### src/hdl/ean8_pkg.sv
`timescale 1ns / 1ps
// ----------------------------------------------------------------------------
// ean8_pkg - shared types and constants for the EAN-8 encoder
// Status codes, symbol geometry, guard patterns and the L-set code table.
// ----------------------------------------------------------------------------
package ean8_pkg;

  // Result status carried on every output beat
  typedef enum logic [1:0] {
    ST_OK    = 2'd0,
    ST_CHECK = 2'd1,
    ST_DIGIT = 2'd2
  } ean8_status_e;

  // Symbol geometry
  localparam int unsigned CORE_W   = 67;             // guards plus eight digits
  localparam int unsigned QZ_W     = 5;
  localparam logic [QZ_W-1:0] QZ_MAX = 5'd21;        // largest usable quiet zone
  localparam int unsigned STREAM_W = CORE_W + 2 * 21; // longest run of modules
  localparam int unsigned PAD_W    = STREAM_W - CORE_W;
  localparam int unsigned LEN_W    = 7;              // holds STREAM_W
  localparam int unsigned CHUNK_W  = 7;
  localparam int unsigned CNT_W    = 3;

  localparam logic [2:0] START_GUARD = 3'b101;
  localparam logic [4:0] MID_GUARD   = 5'b01010;
  localparam logic [2:0] END_GUARD   = 3'b101;

  // One queued item: outcome, symbol core and the quiet zone to wrap it in
  typedef struct packed {
    ean8_status_e          status;
    logic [CORE_W-1:0]     core;
    logic [QZ_W-1:0]       qz;
  } ean8_entry_t;

  // Left-hand (set A) code of one digit; digits above nine give all zeros
  function automatic logic [6:0] l_code(input logic [3:0] d);
    logic [6:0] c;
    unique case (d)
      4'd0:    c = 7'b0001101;
      4'd1:    c = 7'b0011001;
      4'd2:    c = 7'b0010011;
      4'd3:    c = 7'b0111101;
      4'd4:    c = 7'b0100011;
      4'd5:    c = 7'b0110001;
      4'd6:    c = 7'b0101111;
      4'd7:    c = 7'b0111011;
      4'd8:    c = 7'b0110111;
      4'd9:    c = 7'b0001011;
      default: c = 7'b0000000;
    endcase
    return c;
  endfunction

  // Right-hand code is the bitwise complement of the left-hand one
  function automatic logic [6:0] r_code(input logic [3:0] d);
    return ~l_code(d);
  endfunction

endpackage

### src/hdl/ean8_if.sv
`timescale 1ns / 1ps
// ----------------------------------------------------------------------------
// ean8_if - stream interfaces of the EAN-8 encoder
// Digit input channel and module-chunk output channel, valid/ready handshake.
// ----------------------------------------------------------------------------
interface ean8_digits_if;
  logic        valid;
  logic        ready;
  logic [31:0] digits;

  modport source (output valid, output digits, input ready);
  modport sink   (input valid, input digits, output ready);
endinterface

interface ean8_chunk_if;
  logic       valid;
  logic       ready;
  logic [6:0] modules;
  logic [2:0] module_count;
  logic [1:0] status;
  logic       last;

  modport source (output valid, output modules, output module_count,
                  output status, output last, input ready);
  modport sink   (input valid, input modules, input module_count,
                  input status, input last, output ready);
endinterface

### src/hdl/ean8_front.sv
`timescale 1ns / 1ps
// ----------------------------------------------------------------------------
// ean8_front - digit intake and classification
// Checks the digits and the check digit, assembles the symbol core and
// pushes one entry per accepted beat into the queue.
// ----------------------------------------------------------------------------
module ean8_front (
  ean8_digits_if.sink          digits_i,
  input  logic [4:0]           qz_i,
  input  logic                 full_i,
  output logic                 push_o,
  output ean8_pkg::ean8_entry_t entry_o
);

  logic [3:0] d [8];
  logic       bad_digit;
  logic [5:0] sum3;
  logic [4:0] sum1;
  logic [7:0] sum;
  logic [15:0] prod;
  logic [3:0] quot;
  logic [7:0] rem_w;
  logic [3:0] rem;
  logic [3:0] expect_d;

  // Accept whenever the queue has room
  assign digits_i.ready = !full_i;
  assign push_o         = digits_i.valid && !full_i;

  // Split into nibbles and flag any digit above nine
  always_comb begin
    bad_digit = 1'b0;
    for (int i = 0; i < 8; i++) begin
      d[i] = digits_i.digits[4*i +: 4];
      if (d[i] > 4'd9) bad_digit = 1'b1;
    end
  end

  // Weighted sum: even positions x3, odd x1, first seven digits
  assign sum3 = 6'(d[0]) + 6'(d[2]) + 6'(d[4]) + 6'(d[6]);
  assign sum1 = 5'(d[1]) + 5'(d[3]) + 5'(d[5]);
  assign sum  = 8'({sum3, 1'b0}) + 8'(sum3) + 8'(sum1);

  // sum mod 10 by reciprocal multiply (exact for sums below 160, which
  // covers every all-BCD word)
  assign prod     = 16'(sum) * 16'd205;
  assign quot     = prod[14:11];
  assign rem_w    = sum - 8'({quot, 3'b000}) - 8'({quot, 1'b0});
  assign rem      = rem_w[3:0];
  assign expect_d = (rem == 4'd0) ? 4'd0 : 4'd10 - rem;

  // Classify and build the queue entry
  always_comb begin
    if (bad_digit) begin
      entry_o.status = ean8_pkg::ST_DIGIT;
    end else if (expect_d != d[7]) begin
      entry_o.status = ean8_pkg::ST_CHECK;
    end else begin
      entry_o.status = ean8_pkg::ST_OK;
    end
    entry_o.core = {ean8_pkg::START_GUARD,
                    ean8_pkg::l_code(d[0]), ean8_pkg::l_code(d[1]),
                    ean8_pkg::l_code(d[2]), ean8_pkg::l_code(d[3]),
                    ean8_pkg::MID_GUARD,
                    ean8_pkg::r_code(d[4]), ean8_pkg::r_code(d[5]),
                    ean8_pkg::r_code(d[6]), ean8_pkg::r_code(d[7]),
                    ean8_pkg::END_GUARD};
    entry_o.qz = (qz_i > ean8_pkg::QZ_MAX) ? ean8_pkg::QZ_MAX : qz_i;
  end

endmodule

### src/hdl/ean8_fifo.sv
`timescale 1ns / 1ps
// ----------------------------------------------------------------------------
// ean8_fifo - short entry queue between front and back
// Circular buffer of classified items; first-word fall-through read.
// ----------------------------------------------------------------------------
module ean8_fifo #(
  parameter int unsigned Depth = 2
) (
  input  logic                  clk_i,
  input  logic                  rst_ni,
  input  logic                  push_i,
  input  ean8_pkg::ean8_entry_t entry_i,
  output logic                  full_o,
  input  logic                  pop_i,
  output logic                  valid_o,
  output ean8_pkg::ean8_entry_t entry_o
);

  localparam int unsigned IdxW = (Depth > 1) ? $clog2(Depth) : 1;
  localparam int unsigned CntW = $clog2(Depth + 1);
  localparam logic [IdxW-1:0] LastIdx = IdxW'(Depth - 1);
  localparam logic [CntW-1:0] FullCnt = CntW'(Depth);

  ean8_pkg::ean8_entry_t store_q [Depth];
  logic [IdxW-1:0] wr_ptr_q, wr_ptr_d;
  logic [IdxW-1:0] rd_ptr_q, rd_ptr_d;
  logic [CntW-1:0] fill_q, fill_d;
  logic            do_push, do_pop;

  assign full_o  = (fill_q == FullCnt);
  assign valid_o = (fill_q != '0);
  assign entry_o = store_q[rd_ptr_q];
  assign do_push = push_i && !full_o;
  assign do_pop  = pop_i && valid_o;

  // Pointer and fill update
  always_comb begin
    wr_ptr_d = wr_ptr_q;
    rd_ptr_d = rd_ptr_q;
    fill_d   = fill_q;
    if (do_push) wr_ptr_d = (wr_ptr_q == LastIdx) ? '0 : wr_ptr_q + 1'b1;
    if (do_pop)  rd_ptr_d = (rd_ptr_q == LastIdx) ? '0 : rd_ptr_q + 1'b1;
    if (do_push && !do_pop) fill_d = fill_q + 1'b1;
    if (do_pop && !do_push) fill_d = fill_q - 1'b1;
  end

  always_ff @(posedge clk_i or negedge rst_ni) begin
    if (!rst_ni) begin
      wr_ptr_q <= '0;
      rd_ptr_q <= '0;
      fill_q   <= '0;
    end else begin
      wr_ptr_q <= wr_ptr_d;
      rd_ptr_q <= rd_ptr_d;
      fill_q   <= fill_d;
    end
  end

  // Entry storage
  always_ff @(posedge clk_i) begin
    if (do_push) store_q[wr_ptr_q] <= entry_i;
  end

endmodule

### src/hdl/ean8_back.sv
`timescale 1ns / 1ps
// ----------------------------------------------------------------------------
// ean8_back - module stream emitter
// Loads one queue entry into a shift register and sends it as seven-module
// chunks, or sends a single error beat.
// ----------------------------------------------------------------------------
module ean8_back (
  input  logic                  clk_i,
  input  logic                  rst_ni,
  input  logic                  q_valid_i,
  input  ean8_pkg::ean8_entry_t q_entry_i,
  output logic                  pop_o,
  ean8_chunk_if.source          chunk_o
);

  localparam int unsigned SW = ean8_pkg::STREAM_W;
  localparam int unsigned LW = ean8_pkg::LEN_W;

  logic                    busy_q, busy_d;
  logic [SW-1:0]           sr_q, sr_d;
  logic [LW-1:0]           rem_q, rem_d;
  ean8_pkg::ean8_status_e  status_q, status_d;
  logic                    is_err, is_last, fire, load;
  logic [2:0]              count;
  logic [6:0]              top7;
  logic [SW-1:0]           stream;
  logic [LW-1:0]           len;

  // Current beat, straight from the registers
  assign is_err  = (status_q != ean8_pkg::ST_OK);
  assign is_last = is_err || (rem_q <= LW'(ean8_pkg::CHUNK_W));
  assign count   = is_err ? 3'd0 :
                   (rem_q >= LW'(ean8_pkg::CHUNK_W)) ? 3'd7 : rem_q[2:0];
  assign top7    = sr_q[SW-1 -: ean8_pkg::CHUNK_W];

  assign chunk_o.valid        = busy_q;
  assign chunk_o.modules      = is_err ? 7'd0 : (top7 >> (3'd7 - count));
  assign chunk_o.module_count = count;
  assign chunk_o.status       = status_q;
  assign chunk_o.last         = is_last;

  assign fire  = busy_q && chunk_o.ready;
  assign load  = q_valid_i && (!busy_q || (fire && is_last));
  assign pop_o = load;

  // Place the core behind the leading quiet zone; trailing zeros are implicit
  assign stream = {q_entry_i.core, {ean8_pkg::PAD_W{1'b0}}} >> q_entry_i.qz;
  assign len    = LW'(ean8_pkg::CORE_W) + LW'({q_entry_i.qz, 1'b0});

  // Run control
  always_comb begin
    busy_d   = busy_q;
    sr_d     = sr_q;
    rem_d    = rem_q;
    status_d = status_q;
    if (load) begin
      busy_d   = 1'b1;
      sr_d     = stream;
      rem_d    = len;
      status_d = q_entry_i.status;
    end else if (fire) begin
      if (is_last) begin
        busy_d = 1'b0;
      end else begin
        sr_d  = sr_q << ean8_pkg::CHUNK_W;
        rem_d = rem_q - LW'(ean8_pkg::CHUNK_W);
      end
    end
  end

  always_ff @(posedge clk_i or negedge rst_ni) begin
    if (!rst_ni) begin
      busy_q   <= 1'b0;
      status_q <= ean8_pkg::ST_OK;
      rem_q    <= '0;
    end else begin
      busy_q   <= busy_d;
      status_q <= status_d;
      rem_q    <= rem_d;
    end
  end

  // Payload shift register
  always_ff @(posedge clk_i) begin
    sr_q <= sr_d;
  end

endmodule

### src/hdl/ean8_barcode_encoder_top.sv
`timescale 1ns / 1ps
// ----------------------------------------------------------------------------
// ean8_barcode_encoder_top - EAN-8 barcode encoder
// Validates eight BCD digits and streams the symbol's modules in chunks.
// ----------------------------------------------------------------------------
//  port          dir  kind          beat contents
//  digits_i      in   valid/ready   digits[31:0], digit 0 in low nibble
//  chunk_o       out  valid/ready   modules, module_count, status, last
//  cfg_we_i      in   write strobe  cfg_wdata_i = quiet zone width
//
//  A good item gives ceil((67 + 2*qz) / 7) beats (10 to 16), one per cycle
//  unless chunk_o.ready is low; a bad item gives one error beat. The chunk
//  shift register in the back end sets the rate. Intake goes on while the
//  queue has room, so the next item is taken while the current run drains.
//  Reset empties queue and emitter, sets quiet zone to 7; no clearing pass.
// ----------------------------------------------------------------------------
module ean8_barcode_encoder_top #(
  parameter int unsigned QueueDepth = 2
) (
  input  logic          clk_i,
  input  logic          rst_ni,
  input  logic          cfg_we_i,
  input  logic [4:0]    cfg_wdata_i,
  ean8_digits_if.sink   digits_i,
  ean8_chunk_if.source  chunk_o
);

  logic [4:0]            qz_q;
  logic                  push, full, pop, q_valid;
  ean8_pkg::ean8_entry_t push_entry, head_entry;

  // Quiet zone register
  always_ff @(posedge clk_i or negedge rst_ni) begin
    if (!rst_ni) begin
      qz_q <= 5'd7;
    end else if (cfg_we_i) begin
      qz_q <= cfg_wdata_i;
    end
  end

  ean8_front u_front (
    .digits_i (digits_i),
    .qz_i     (qz_q),
    .full_i   (full),
    .push_o   (push),
    .entry_o  (push_entry)
  );

  ean8_fifo #(.Depth(QueueDepth)) u_fifo (
    .clk_i   (clk_i),
    .rst_ni  (rst_ni),
    .push_i  (push),
    .entry_i (push_entry),
    .full_o  (full),
    .pop_i   (pop),
    .valid_o (q_valid),
    .entry_o (head_entry)
  );

  ean8_back u_back (
    .clk_i     (clk_i),
    .rst_ni    (rst_ni),
    .q_valid_i (q_valid),
    .q_entry_i (head_entry),
    .pop_o     (pop),
    .chunk_o   (chunk_o)
  );

  // Error beats are single, empty and final
  assert property (@(posedge clk_i) disable iff (!rst_ni)
    chunk_o.valid && (chunk_o.status != ean8_pkg::ST_OK)
      |-> (chunk_o.module_count == 3'd0) && chunk_o.last)
    else $error("error beat not empty or not last");

  // Every chunk of a good run but the final one is full
  assert property (@(posedge clk_i) disable iff (!rst_ni)
    chunk_o.valid && (chunk_o.status == ean8_pkg::ST_OK) && !chunk_o.last
      |-> (chunk_o.module_count == 3'd7))
    else $error("short chunk before end of run");

  // A run does not break off before its last beat
  assert property (@(posedge clk_i) disable iff (!rst_ni)
    chunk_o.valid && chunk_o.ready && !chunk_o.last |=> chunk_o.valid)
    else $error("run stopped before last beat");

  // Nothing is queued while the queue reports full
  assert property (@(posedge clk_i) disable iff (!rst_ni)
    full |-> !digits_i.ready)
    else $error("intake open while queue full");

endmodule
### src/flat_wrapper.sv
// flat-port wrapper written by rule: the top's interface ports become plain ports
module ean8_barcode_encoder_top_flat 
#(
  parameter int unsigned QueueDepth = 2
)
  (clk_i, rst_ni, cfg_we_i, cfg_wdata_i, digits_i_valid, digits_i_digits, digits_i_ready, chunk_o_valid, chunk_o_modules, chunk_o_module_count, chunk_o_status, chunk_o_last, chunk_o_ready);
  ean8_digits_if digits_i_i ();
  ean8_chunk_if chunk_o_i ();
  input  logic clk_i;
  input  logic rst_ni;
  input  logic cfg_we_i;
  input  logic [4:0] cfg_wdata_i;
  input wire logic [$bits(digits_i_i.valid)-1:0] digits_i_valid;
  input wire logic [$bits(digits_i_i.digits)-1:0] digits_i_digits;
  output wire logic [$bits(digits_i_i.ready)-1:0] digits_i_ready;
  output wire logic [$bits(chunk_o_i.valid)-1:0] chunk_o_valid;
  output wire logic [$bits(chunk_o_i.modules)-1:0] chunk_o_modules;
  output wire logic [$bits(chunk_o_i.module_count)-1:0] chunk_o_module_count;
  output wire logic [$bits(chunk_o_i.status)-1:0] chunk_o_status;
  output wire logic [$bits(chunk_o_i.last)-1:0] chunk_o_last;
  input wire logic [$bits(chunk_o_i.ready)-1:0] chunk_o_ready;
  assign digits_i_i.valid = digits_i_valid;
  assign digits_i_i.digits = digits_i_digits;
  assign digits_i_ready = digits_i_i.ready;
  assign chunk_o_valid = chunk_o_i.valid;
  assign chunk_o_modules = chunk_o_i.modules;
  assign chunk_o_module_count = chunk_o_i.module_count;
  assign chunk_o_status = chunk_o_i.status;
  assign chunk_o_last = chunk_o_i.last;
  assign chunk_o_i.ready = chunk_o_ready;
  ean8_barcode_encoder_top #(.QueueDepth(QueueDepth)) u_core (.clk_i(clk_i), .rst_ni(rst_ni), .cfg_we_i(cfg_we_i), .cfg_wdata_i(cfg_wdata_i), .digits_i(digits_i_i), .chunk_o(chunk_o_i));
endmodule
### config.mk
export PLATFORM = sky130hd
export DESIGN_NAME = ean8_barcode_encoder_top_flat
export DESIGN_NICKNAME = d
export VERILOG_FILES = /design/src/hdl/ean8_pkg.sv /design/src/hdl/ean8_if.sv /design/src/hdl/ean8_front.sv /design/src/hdl/ean8_fifo.sv /design/src/hdl/ean8_back.sv /design/src/hdl/ean8_barcode_encoder_top.sv /design/src/flat_wrapper.sv
export SDC_FILE = /design/constraint.sdc
export NUM_CORES = 1
export LEC_CHECK = 0
export BUFFER_PORTS_ARGS = -buffer_cell sky130_fd_sc_hd__buf_2
export CAP_MARGIN = 5
export CORE_UTILIZATION = 30
export CTS_CLUSTER_SIZE = 40
export DETAILED_ROUTE_END_ITERATION = 10
export SLEW_MARGIN = 20
export SYNTH_ARGS = -nofsm -noshare
export SYNTH_HDL_FRONTEND = slang
export SYNTH_SLANG_ARGS = --single-unit
### constraint.sdc
create_clock -name clk_i -period 15.6 [get_ports clk_i]
set_clock_uncertainty 0.2 [all_clocks]
set_input_delay 1.56 -clock clk_i [delete_from_list [all_inputs] [get_ports clk_i]]
set_output_delay 1.56 -clock clk_i [all_outputs]
set_load 0.1 [all_outputs]
[After elaboration in Yosys (flattened, before gate mapping)]
Memories as Yosys holds them, arrays and structs flattened.
Cells that the tools add are included.
Cells by class
  add/sub/neg operators: 17
  equality and inequality tests: 3
  muxes and demuxes: 30
  reduce and logical (&&, ||, !) cells: 22
  bitwise gates (word level): 4
  multipliers: 1
  $lt $le $gt $ge: 11
  shifts and indexed selects: 2
Operator list (number)
  $mux W109: 3
  $shr A109 B5 Y109: 1
  $gt A4 B4 Y1 const B: 8
  $mux W7: 4
  $not A7 Y7: 4
  $mux W1: 16
  $mul A8 B8 Y14 const B: 1
  $add A4 B4 Y5: 2
  $reduce_bool A2 Y1: 5
  $add A7 B6 Y8: 1
  $add A8 B5 Y8: 1
  $logic_and A1 B1 Y1: 8
  $sub A4 B4 Y4: 2
  $add A7 B6 Y7 const A: 1
  $ge A7 B3 Y1 const B: 1
  $le A7 B3 Y1 const B: 1
  $shr A7 B3 Y7: 1
  $sub A7 B3 Y7 const B: 1
  $add A5 B4 Y6: 1
  $add A6 B4 Y6: 1
  $mux W2: 3
  $mux W3: 2
  $add A5 B4 Y5: 1
  $gt A5 B5 Y1 const B: 1
  14 further kinds: 20
Word-level totals
  memories: 9
  output and inout port bits: 15
  bits in read-only memories: 768
  bits in writable memories: 126
  register bits after elaboration: 128
  logic and storage cells: 107
  bits of input ports: 42
Memory list
  u_core.u_fifo.store_q: words 2, bits a word 63, rd ports 1, clocked after Yosys merged registers in 0, wr ports 1, RTL line ean8_fifo.sv:24  | ean8_pkg::ean8_entry_t store_q [Depth];
  (name not given): words 16, bits a word 6, rd ports 1, clocked after Yosys merged registers in 0, wr ports 0, RTL line ean8_pkg.sv:39  | unique case (d)
  (name not given): words 16, bits a word 6, rd ports 1, clocked after Yosys merged registers in 0, wr ports 0, RTL line ean8_pkg.sv:39
  (name not given): words 16, bits a word 6, rd ports 1, clocked after Yosys merged registers in 0, wr ports 0, RTL line ean8_pkg.sv:39
  (name not given): words 16, bits a word 6, rd ports 1, clocked after Yosys merged registers in 0, wr ports 0, RTL line ean8_pkg.sv:39
  (name not given): words 16, bits a word 6, rd ports 1, clocked after Yosys merged registers in 0, wr ports 0, RTL line ean8_pkg.sv:39
  3 more memories

[Longest topological paths before layout]
  word-level depth: 13
  mapped depth: 40
  mapped depth without buffers: 39

[Modules after synthesis]
A second synthesis with hierarchy kept.
Second synthesis, totals
  cell total of the unflattened synthesis: 1651
  area total of the unflattened synthesis: 19358.6 sq um
By module, submodules not included
  ean8_back: cells each 894, sequential area each 3193.1 sq um, area each 9608.0 sq um, instances 1
  ean8_fifo: cells each 248, sequential area each 4544.4 sq um, area each 5741.8 sq um, instances 1
  ean8_front: cells each 499, sequential area each 0.0 sq um, area each 3823.7 sq um, instances 1
  ean8_barcode_encoder_top: cells each 10, sequential area each 128.9 sq um, area each 185.2 sq um, instances 1

[Worst setup path after synthesis]
OpenSTA, ideal clock, no wires.
  path type: input to register
  start point: input digits_i_digits[2]
  end point: memory u_core.u_fifo.store_q[0][61] (netlist name) (data pin)
  stages on the path: 39
  data required time: 15.132 ns
  arrival: 10.139 ns
  slack: 4.993 ns
  cells stage by stage: clkbuf_1 inv_1 fa_1 fa_1 inv_1 ha_1 a21o_1 a21oi_1 xnor2_1 inv_1 fa_1 inv_1 ha_1 inv_1 o21bai_1 a21oi_1 xnor2_1 ha_1 [3 not listed] fa_1 inv_1 ha_1 a21oi_1 nor2_1 a211oi_1 nor2b_1 nor2_1 xnor2_1 ha_1 nor2b_1 nor2_1 a221oi_1 and3_1 nor3_1 or4_1 o211ai_1 a31oi_1
RTL lines
  from (decl): RTL line flat_wrapper.sv:14  | input wire logic [$bits(digits_i_i.digits)-1:0] digits_i_digits;
  to (decl): RTL line ean8_fifo.sv:24

==> metrics.md <==
| Metric | Value |
|---|---|
| Largest family of logic cells by synthesized area | `compound AO/OA/AOI/OAI gates` |
| Share of cells above drive strength 1 | `between 10% and 20%` |
| Post-DRT Antenna Nets | `0` |
| DR vias | `12254` |
| Layout area overhead | `10.1%` |
| Maximum number of pins on one net before global-route repair | `between 80 and 90` |
| Most common cell after layout, fill and taps aside | `edfxtp_1` |
| Initial DRC Count | `slightly above 900` |
| Critical Path Fanout Max | `9` |
| Final setup fails | `0` |
| RR Startpoint | `u_core.u_fifo.rd_ptr_q` |
| Max_cap viols | `0` |
| Cell variety after synth | `67` |
| Worst hold path class | `reg -> reg` |
| Slew Viols, Final | `0` |
| RSZ-0062 raised after global routing | `false` |
| CTS HTree Levels | `1` |
| WL/cell | `17.6 um` |
| Worst Path Required | `15.67 ns` |
| Ys Warns | `0` |
| Vias in the first global route | `12165` |
| Slowest CP cell | `fa_1` |
| CTS max path bufs | `3` |
| # resized after CTS | `0` |
| DP Area | `17600 sq um` |
| Diode count | `0` |
| Root Driver | `clkbuf_16` |
| Post-synthesis simple-gate area fraction | `9.06%` |
| Asr flop ratio synth | `8.37%` |
| Mapped cell area | `16700 sq um` |
| Placer congestion estimate | `between 0.8 and 0.9` |
| # DRC | `0` |
| Number of enable flip-flop cells after synthesis | `between 200 and 250` |
| # IOs | `57` |
| GR Overflow Total | `0` |
| Die Ht | `between 200 and 250 um` |
| Post-Synth XOR/XNOR Area | `1.52%` |
| Endpoints failing hold | `0` |
| Register bit count reported by yosys | `227` |
| Global Route Usage Sum | `between 10% and 20%` |
| Initial core utilization | `30.3%` |
| Arrival @ worst endpoint | `10.78 ns` |
| Filler cell count in the final layout | `5552` |
| Mux contribution to synthesized area | `between 10% and 20%` |
| Row count | `86` |
| Clock Latency Late Sink | `0.54 ns` |
| Die area | `56600 sq um` |
| Headroom to the max-slew limit | `a little under a third` |
| Critical path launch point type | `primary input` |
| Worst setup EP type | `flip-flop` |
| Final worst-path cycle share | `68.6%` |
| Area of the multi-input gates | `just over 9000 sq um` |
| Register area share after synthesis | `40.3%` |
| Post-DP HPWL | `30.6 mm` |
| Adder-Cell Fraction of Synth Area | `around an eighth` |
| Total length of routed wires | `42.2 mm` |
| Hold Buf Count CTS | `0` |
| Final worst path period need | `10.71 ns` |
| Net Count, Synth | `1807` |
| Post-CTS Setup Repair Bufs | `0` |
| Clock sink count | `227` |
| Fin area | `18400 sq um` |
| Compound-Gate Fraction of Synth Area | `16.4%` |
| CTS tree | `yes` |
| Hold path start | `u_core.u_back.chunk_o.status[1]` |
| Most frequent CP cell | `inv_1` |
| Post-layout nets | `1807` |
| Die W | `238 um` |
| Crit path from | `digits_i_digits[2]` |
| Synth Area per Inst | `10.3 sq um` |
| Total CTS buffers | `25` |
| Core area | `55000 sq um` |
| Synth Flop Type | `edfxtp_1` |
| Vias per inst | `5.12` |
| Antenna violations before repair | `0` |
| Most frequent cells in the layout | `208 x edfxtp_1, 171 x mux2i_1, 154 x nand2_1, 128 x nor2_1, 121 x o21ai_0` |
| Outcome | `finished, final reports clean` |
| Critical Setup Path Class | `in -> reg` |
| I/O Buffers | `56` |
| Mapped Cells | `1625` |
| Critical path's largest stage delay | `0.54 ns` |
| F_max | `about 0.093 GHz` |
| First-pass GRT wire length | `67.5 mm` |
| Drt first pass iters | `5` |
| Worst Tran Pin Value | `1.04 ns` |
| Setup tns final | `0 ns` |
| FF+latch area | `6730 sq um` |
| CTS clk-pin slew, worst paths | `0.06 ns` |
critical path: cells and delay by family:
family,cells,cell delay (ns)
AO/OA/AOI/OAI,9,1.97
adder cells (fa/ha/maj),11,4.57
buffers and inverters,8,0.68
AND/OR/NAND/NOR,8,1.45
XOR/XNOR,3,0.52
cell type report:
| cell class | count | share of cell area (%) |
|---|---|---|
| clock buffers | 33 | 3.62 |
| clock inverters | 13 | 0.545 |
| inverters | 93 | 1.90 |
| multi-input cells | 1203 | 49.9 |
| flip-flops and latches | 227 | 36.6 |
| well taps | 748 | 5.09 |
| repair buffers | 75 | 2.30 |
through the flow:
step	util, %	hold slack, ns	setup slack (ns)	std cells
finish	33.4	0.304	4.89	2392
global route	33.4	0.330	4.23	2392
CTS	33.4	0.315	4.94	2392
detailed placement	32.0	0.301	4.40	2346
global placement	32.0	0.289	4.60	2346
floorplan	-	0.261	4.99	1625
sequential cells by signal (all words and copies together), names as in the netlist:
register	count
u_core.u_fifo.store_q	110
u_core.u_back.sr_q	98
u_core.u_back.rem_q	7
u_core.qz_q	5
u_core.u_back.chunk_o.status	2
u_core.u_fifo.fill_q	2
u_core.u_back.chunk_o.valid	1
u_core.u_fifo.rd_ptr_q	1
u_core.u_fifo.wr_ptr_q	1
worst paths after layout:
| kind | to | slack (ns) | cells past startpoint |
|---|---|---|---|
| min | u_core.u_back.chunk_o.status[1] | 0.30 | 2 |
| max in group asynchronous | u_core.u_fifo.rd_ptr_q | 14.02 | 1 |
| min in group asynchronous | u_core.qz_q[4] | 0.80 | 1 |
| max reg2reg | u_core.u_back.sr_q[78] | 11.57 | 10 |
| min reg2reg | u_core.u_back.chunk_o.status[1] | 0.30 | 2 |
| max | u_core.u_fifo.store_q[0][61] | 4.89 | 39 |
metal layers:
metal	vias up	global-route usage, %	wire (um)
li1	5939	-	-
met1	5940	21.0	20000
met2	322	24.0	19300
met3	53	1.92	2180
met4	0	3.40	758
met5	-	0	0
cell usage after synthesis (all sizes together), types with 5 or more instances:
cell type	count	share of area, %
edfxtp	208	37
o21a	28	1.3
o21bai	7	0.31
dfrtp	16	2.4
o21ai	127	3.8
o211ai	18	0.81
a31oi	11	0.41
xor2	10	0.52
and3	10	0.37
mux2	62	4.2
o221ai	11	0.58
nor3	8	0.24
o22ai	11	0.41
a21boi	10	0.45
o22a	5	0.26
nor2	130	2.9
buf	60	2.0
nor2b	9	0.34
nand3	22	0.66
o31ai	12	0.57
a21oi	94	2.8
fa	29	3.5
a22oi	5	0.22
inv	92	2.1
mux4	7	0.97
mux2i	176	11
clkbuf	42	0.94
nand2	154	3.5
a22o	18	0.94
ha	111	8.3
xnor2	19	1.0
nand2b	5	0.19
a21o	27	1.2
a211oi	25	1.1
cell families after synthesis:
logic type,count (synthesis)
mux,245
compound gates,430
flops,227
simple gates,359
fa+ha+maj,140
buf+inv,195
xor+xnor,29
Power is not shown: default switching activity piles up to over one toggle a cycle in this logic, so the estimate is an artifact.
